===== config.mk =====
export PLATFORM = sky130hd
export DESIGN_NAME = svac_scan_alu
export DESIGN_NICKNAME = d
export VERILOG_FILES = /design/src/rtl/synth_voice_allocator_core_defines.svh /design/src/rtl/svac_pkg.sv /design/src/rtl/svac_scan_alu.sv
export SDC_FILE = /design/constraint.sdc
export NUM_CORES = 1
export LEC_CHECK = 0
export ABC_AREA = 0
export BUFFER_PORTS_ARGS = -buffer_cell sky130_fd_sc_hd__buf_2
export CAP_MARGIN = 0
export CORE_MARGIN = 1.5
export CORE_UTILIZATION = 55
export CTS_CLUSTER_DIAMETER = 80
export DETAILED_ROUTE_END_ITERATION = 7
export PLACE_DENSITY = 0.83
export SYNTH_ARGS = -nofsm -noshare
export SYNTH_HDL_FRONTEND = slang
export SYNTH_SLANG_ARGS = --single-unit

===== constraint.sdc =====
create_clock -name clk -period 7.3 [get_ports clk]
set_clock_uncertainty 0.2 [all_clocks]
set_input_delay 1.095 -clock clk [delete_from_list [all_inputs] [get_ports clk]]
set_output_delay 1.095 -clock clk [all_outputs]
set_load 0.1 [all_outputs]

===== src/rtl/synth_voice_allocator_core_defines.svh =====
// Assertion macros shared by the voice allocator RTL.
`ifndef SYNTH_VOICE_ALLOCATOR_CORE_DEFINES_SVH
`define SYNTH_VOICE_ALLOCATOR_CORE_DEFINES_SVH

// Checks that the consequent holds in the same cycle as the antecedent.
`define SVAC_ASSERT_NOW(lbl, ante, cons) \
    lbl: assert property (@(posedge clk) disable iff (!rst_n) (ante) |-> (cons)) \
        else $error("voice allocator check failed");

// Checks that the consequent holds in the cycle after the antecedent.
`define SVAC_ASSERT_NEXT(lbl, ante, cons) \
    lbl: assert property (@(posedge clk) disable iff (!rst_n) (ante) |=> (cons)) \
        else $error("voice allocator check failed");

`endif


===== src/rtl/svac_pkg.sv =====
// Types, codes and sizes shared by the voice allocator modules.
package svac_pkg;

    localparam int VOICE_COUNT   = 64;
    localparam int CHANNEL_COUNT = 16;
    localparam int VOICE_W       = (VOICE_COUNT > 1) ? $clog2(VOICE_COUNT) : 1;
    localparam int TIME_W        = 32;

    // Item operation codes.
    localparam logic [1:0] OP_MIDI   = 2'd0;
    localparam logic [1:0] OP_CLEAR  = 2'd1;
    localparam logic [1:0] OP_RESET  = 2'd2;
    localparam logic [1:0] OP_EXPIRE = 2'd3;

    // MIDI message kinds, the high nibble of the status byte.
    localparam logic [3:0] KIND_NOTE_OFF = 4'h8;
    localparam logic [3:0] KIND_NOTE_ON  = 4'h9;
    localparam logic [3:0] KIND_CTRL     = 4'hB;
    localparam logic [3:0] KIND_BEND     = 4'hE;

    // Controller numbers that the block tracks.
    localparam logic [6:0] CC_MOD_WHEEL = 7'd1;
    localparam logic [6:0] CC_VOLUME    = 7'd7;
    localparam logic [6:0] CC_PAN       = 7'd10;

    // Channel defaults after a full reset.
    localparam logic [6:0]  DEF_MOD_WHEEL = 7'd0;
    localparam logic [6:0]  DEF_VOLUME    = 7'd127;
    localparam logic [6:0]  DEF_PAN       = 7'd64;
    localparam logic [13:0] DEF_BEND      = 14'd8192;

    // Result action codes.
    localparam logic [2:0] ACT_NONE     = 3'd0;
    localparam logic [2:0] ACT_STARTED  = 3'd1;
    localparam logic [2:0] ACT_RELEASED = 3'd2;
    localparam logic [2:0] ACT_CHANNEL  = 3'd3;
    localparam logic [2:0] ACT_CLEARED  = 3'd4;
    localparam logic [2:0] ACT_EXPIRED  = 3'd5;

    typedef struct packed {
        logic [1:0]        op;
        logic [7:0]        status_byte;
        logic [6:0]        data_one;
        logic [6:0]        data_two;
        logic [TIME_W-1:0] event_time;
    } svac_req_t;

    typedef struct packed {
        logic [2:0]         action;
        logic [VOICE_W-1:0] voice_index;
        logic               voice_stolen;
        logic [3:0]         channel_out;
        logic [6:0]         note_out;
        logic [6:0]         velocity_out;
        logic [13:0]        value_out;
        logic [6:0]         expired_count;
    } svac_res_t;

    // One entry of the voice memory.
    typedef struct packed {
        logic [6:0]        note;
        logic [3:0]        channel;
        logic [TIME_W-1:0] on_time;
    } svac_voice_t;

    // Flags from the shared scan comparator.
    typedef struct packed {
        logic older;   // scanned start time is below the best one so far
        logic lapsed;  // voice one stage back has outlived its release
    } svac_cmp_t;

endpackage


===== src/rtl/svac_scan_alu.sv =====
// Shared compare and release-time arithmetic used on every scanned voice.
module svac_scan_alu (
    input  logic                        clk,
    input  logic [svac_pkg::TIME_W-1:0] on_time,
    input  logic [svac_pkg::TIME_W-1:0] off_time,
    input  logic [svac_pkg::TIME_W-1:0] best_time,
    input  logic [svac_pkg::TIME_W-1:0] event_time,
    input  logic [svac_pkg::TIME_W-1:0] release_ticks,
    output svac_pkg::svac_cmp_t         cmp
);

    // The release test t - on > max(off - on, 0) + ticks equals
    // t >= on and t > max(off, on) + ticks, so it splits into two stages.
    logic [svac_pkg::TIME_W-1:0] span_end_reg;
    logic                        reached_reg;
    logic [svac_pkg::TIME_W:0]   limit;

    always_ff @(posedge clk)
    begin
        span_end_reg <= (off_time >= on_time) ? off_time : on_time;
        reached_reg  <= (event_time >= on_time);
    end

    assign limit = {1'b0, span_end_reg} + {1'b0, release_ticks};

    assign cmp.older  = (on_time < best_time);
    assign cmp.lapsed = reached_reg && ({1'b0, event_time} > limit);

endmodule


==> impl_results.md <==
* Status: finished clean
* Die Y at 106 microns
* Crit path required time at 6.00 ns
* Grt met2 use at 51.1%
* Hold_buf cts at 0
* #FFs+latches synth at 33
* CP max stage cell: buf_2
* Path type of the worst setup path: in2out
* Max Transition Viols Final at 0
* VDD IR max at 0.0841 mV
* Commonest non-fill, non-tap cell in the layout: buf_2
* Setup violations, final at 0
* Hold Vio Cnt, Final at 0
* Share of layout cells above drive strength 1 at 25.4%
* Via count at 5,684
* Seq/Total Area, Yosys at 11.3%
* Nets@finish at 1,166
* GRT Util Overall at 28.0%
* Filler instances at 871
* Post-CTS sizing at 0
* Mapped Cells at 683
* Max clock buf depth at 2
* CP Cell Sequence: buf_2 -> ha_1 -> a211oi_1 -> o21ai_1 -> a21oi_2 -> nand2_1 -> a21o_1 -> a21o_1 -> or4_1 -> and3_1 -> ha_1 -> nand4_1 -> nor4_1 -> nand2_1 -> a31oi_1 -> nor3_1 -> a311oi_2 -> buf_2
* I/O Buffers at 162
* Fmax at 0.153 GHz
* # rows at 37
* Synthesized area at 0.00585 sq mm
* Detailed placement HPWL at 13,800 microns
* Largest net degree at the start of global routing at 33
* Met3 Use GR at 4.60%
* Final non-filler cell area at 0.00688 sq mm
* Die area at 0.0113 sq mm
* DR WL/cell at 15.9 microns
* Netlist cell types at 53
* RSZ-0062 raised after global routing: no
* Chip Width at 106 microns
* Initial Utilization at 56.6%
* CP arrival at 5.24 ns
* PD cells at 146 mW/mm^2
* Top FF cell, synth: dfxtp_1
* Worst setup SP type: input port
* Most frequent cells in the layout: 162 x buf_2, 159 x ha_1, 75 x inv_1
* Critical path fanouts, max at 4
* Gr ovfl total at 0
* Lkg Pwr at 3.83 nW
* Vias in the first global route at 5,695
* Clock Sink Count at 33
* DRC errors left at 0
* Crit. Startpoint: release_ticks[1]
* Post-synth EDFFs at 0
* CTS tree: done
* Hold Path Class: in2reg
* Initial antenna violation count at 4
* Post-route ant nets at 0
* I/O pin cnt at 163
* Crit end category: output port
* Synthesized net count at 1,004
* Via/cell ratio at 5.76
* Worst Max-Slew Pin Slew at 0.718 ns
* Final wirelength at 15,600 microns
* Syn avg cell area at 8.56 sq um
* Period minus WS final at 6.53 ns
* Post-route setup TNS at 0 ns
* Post-Place Cell Area at 0.00677 sq mm
* Detailed Routing Iterations Pass 1 at 5
* Ys async rst share at 0%
* Yosys warnings at 0
* Clock slew at reported path FFs at 0.08 ns
* Core area at 0.0103 sq mm
* Setup bufs post-CTS at 0
* Slew margin rel. at 51.7%
* Placer Congestion at 0.949
* Max reg flops at 32
* CTS buffer count at 5
* First-pass GRT wire length at 25,600 microns
* Root buf cell: clkbuf_8
* Number of H-tree levels at 2
* Max stage delay on crit path at 0.47 ns
* Critical Path End: cmp[0]
* Syn-to-layout area delta at 17.6%
* Busiest grt layer: met2
* DR iter-0 viols at 316
* Max-cap violations at 0
* Grt met1 use at 32.9%
* Final Cycle Share at 89.5%
## how the worst min path moves through the flow
stage,start,end,slack [ns],cells past startpoint
2_1_floorplan,off_time[10],span_end_reg[10],1.04,1
3_3_place_gp,off_time[4],span_end_reg[4],1.14,2
3_5_place_dp,off_time[10],span_end_reg[10],1.14,2
4_1_cts,off_time[10],span_end_reg[10],0.84,2
5_1_grt,off_time[5],span_end_reg[5],0.84,2
6_report,off_time[1],span_end_reg[1],0.84,2
## logic make-up (layout without fill, tap and decap cells)
kind of cell | count (synthesis) | in the layout | share of synthesized area (%)
flops | 33 | 33 | 11.3
other cells | 0 | 4 | 0
buf+inv | 83 | 246 | 6.16
simple gates | 144 | 144 | 12.9
mux | 32 | 32 | 8.09
fa+ha+maj | 160 | 160 | 34.4
compound gates | 203 | 203 | 23.0
xor+xnor | 28 | 28 | 4.19
## synth_stat cells, types with 5 or more instances
library cell  number  share of area, %
o21a_1             5              0.64
nor2_1            23               1.5
a2111oi_0          5              0.75
nor2b_1           11               1.2
nor4_1             5              0.53
dfxtp_1           33                11
xor2_1            12               1.8
nand3_1           15               1.3
mux2_4            30               7.7
a211oi_1           7              0.90
a21oi_1           61               5.2
ha_1             159                34
o21bai_1           6              0.77
xnor2_1           16               2.4
nand4_1           24               2.6
a21o_1            48               6.2
o21ai_0           32               2.7
clkbuf_1           5              0.32
nand2b_1           9              0.96
nor3_1             6              0.51
nand2_1           31               2.0
o211ai_1           5              0.64
inv_1             75               4.8
## critical path: cells and delay by family
kind / cells / cell delay (ns)
AOI/OAI and AO/OA: 7 / 1.67
buffers and inverters: 2 / 0.59
and+or+nand+nor: 7 / 1.29
adders and majority gates: 2 / 0.58
## report_power, final
group,internal (W),switching [W]
Combinational,0.000295,0.000343
Clock,0.0000854,0.0000751
Sequential,0.000201,0.00000829
Total,0.000581,0.000426
## final cells by class
cell class / count / area, sq um / area share (%)
inverter: 75 / 282 / 4.09
clock inverter: 1 / 5.00 / 0.0728
multi-input combinational: 567 / 4830 / 70.3
clock buffer: 7 / 96.3 / 1.40
antenna: 4 / 10.0 / 0.146
timing repair buffer: 163 / 818 / 11.9
tap: 136 / 170 / 2.47
sequential: 33 / 661 / 9.61
## layer usage
layer  wire length [microns]  share of wire (%)  vias up
li1                        -                  -     2873
met1                    6590                 42     2582
met2                    7640                 49      192
met3                     976                6.2       35
met4                     421                2.7        2
met5                      10              0.064        -
## stage by stage
step | total power (W) | hold slack, ns | instances | setup slack [ns] | util (%)
5_1_grt | 0.00109 | 0.841 | 984 | 0.483 | 66.6
3_5_place_dp | 0.000838 | 1.14 | 974 | 0.809 | 65.5
6_report | 0.00101 | 0.841 | 986 | 0.765 | 66.6
3_3_place_gp | 0.000828 | 1.14 | 974 | 0.925 | 65.5
4_1_cts | 0.00100 | 0.842 | 982 | 0.799 | 66.5
2_1_floorplan | 0.000676 | 1.04 | 683 | 0.567 | -
No activity file was read; power rests on OpenSTA's default activity.
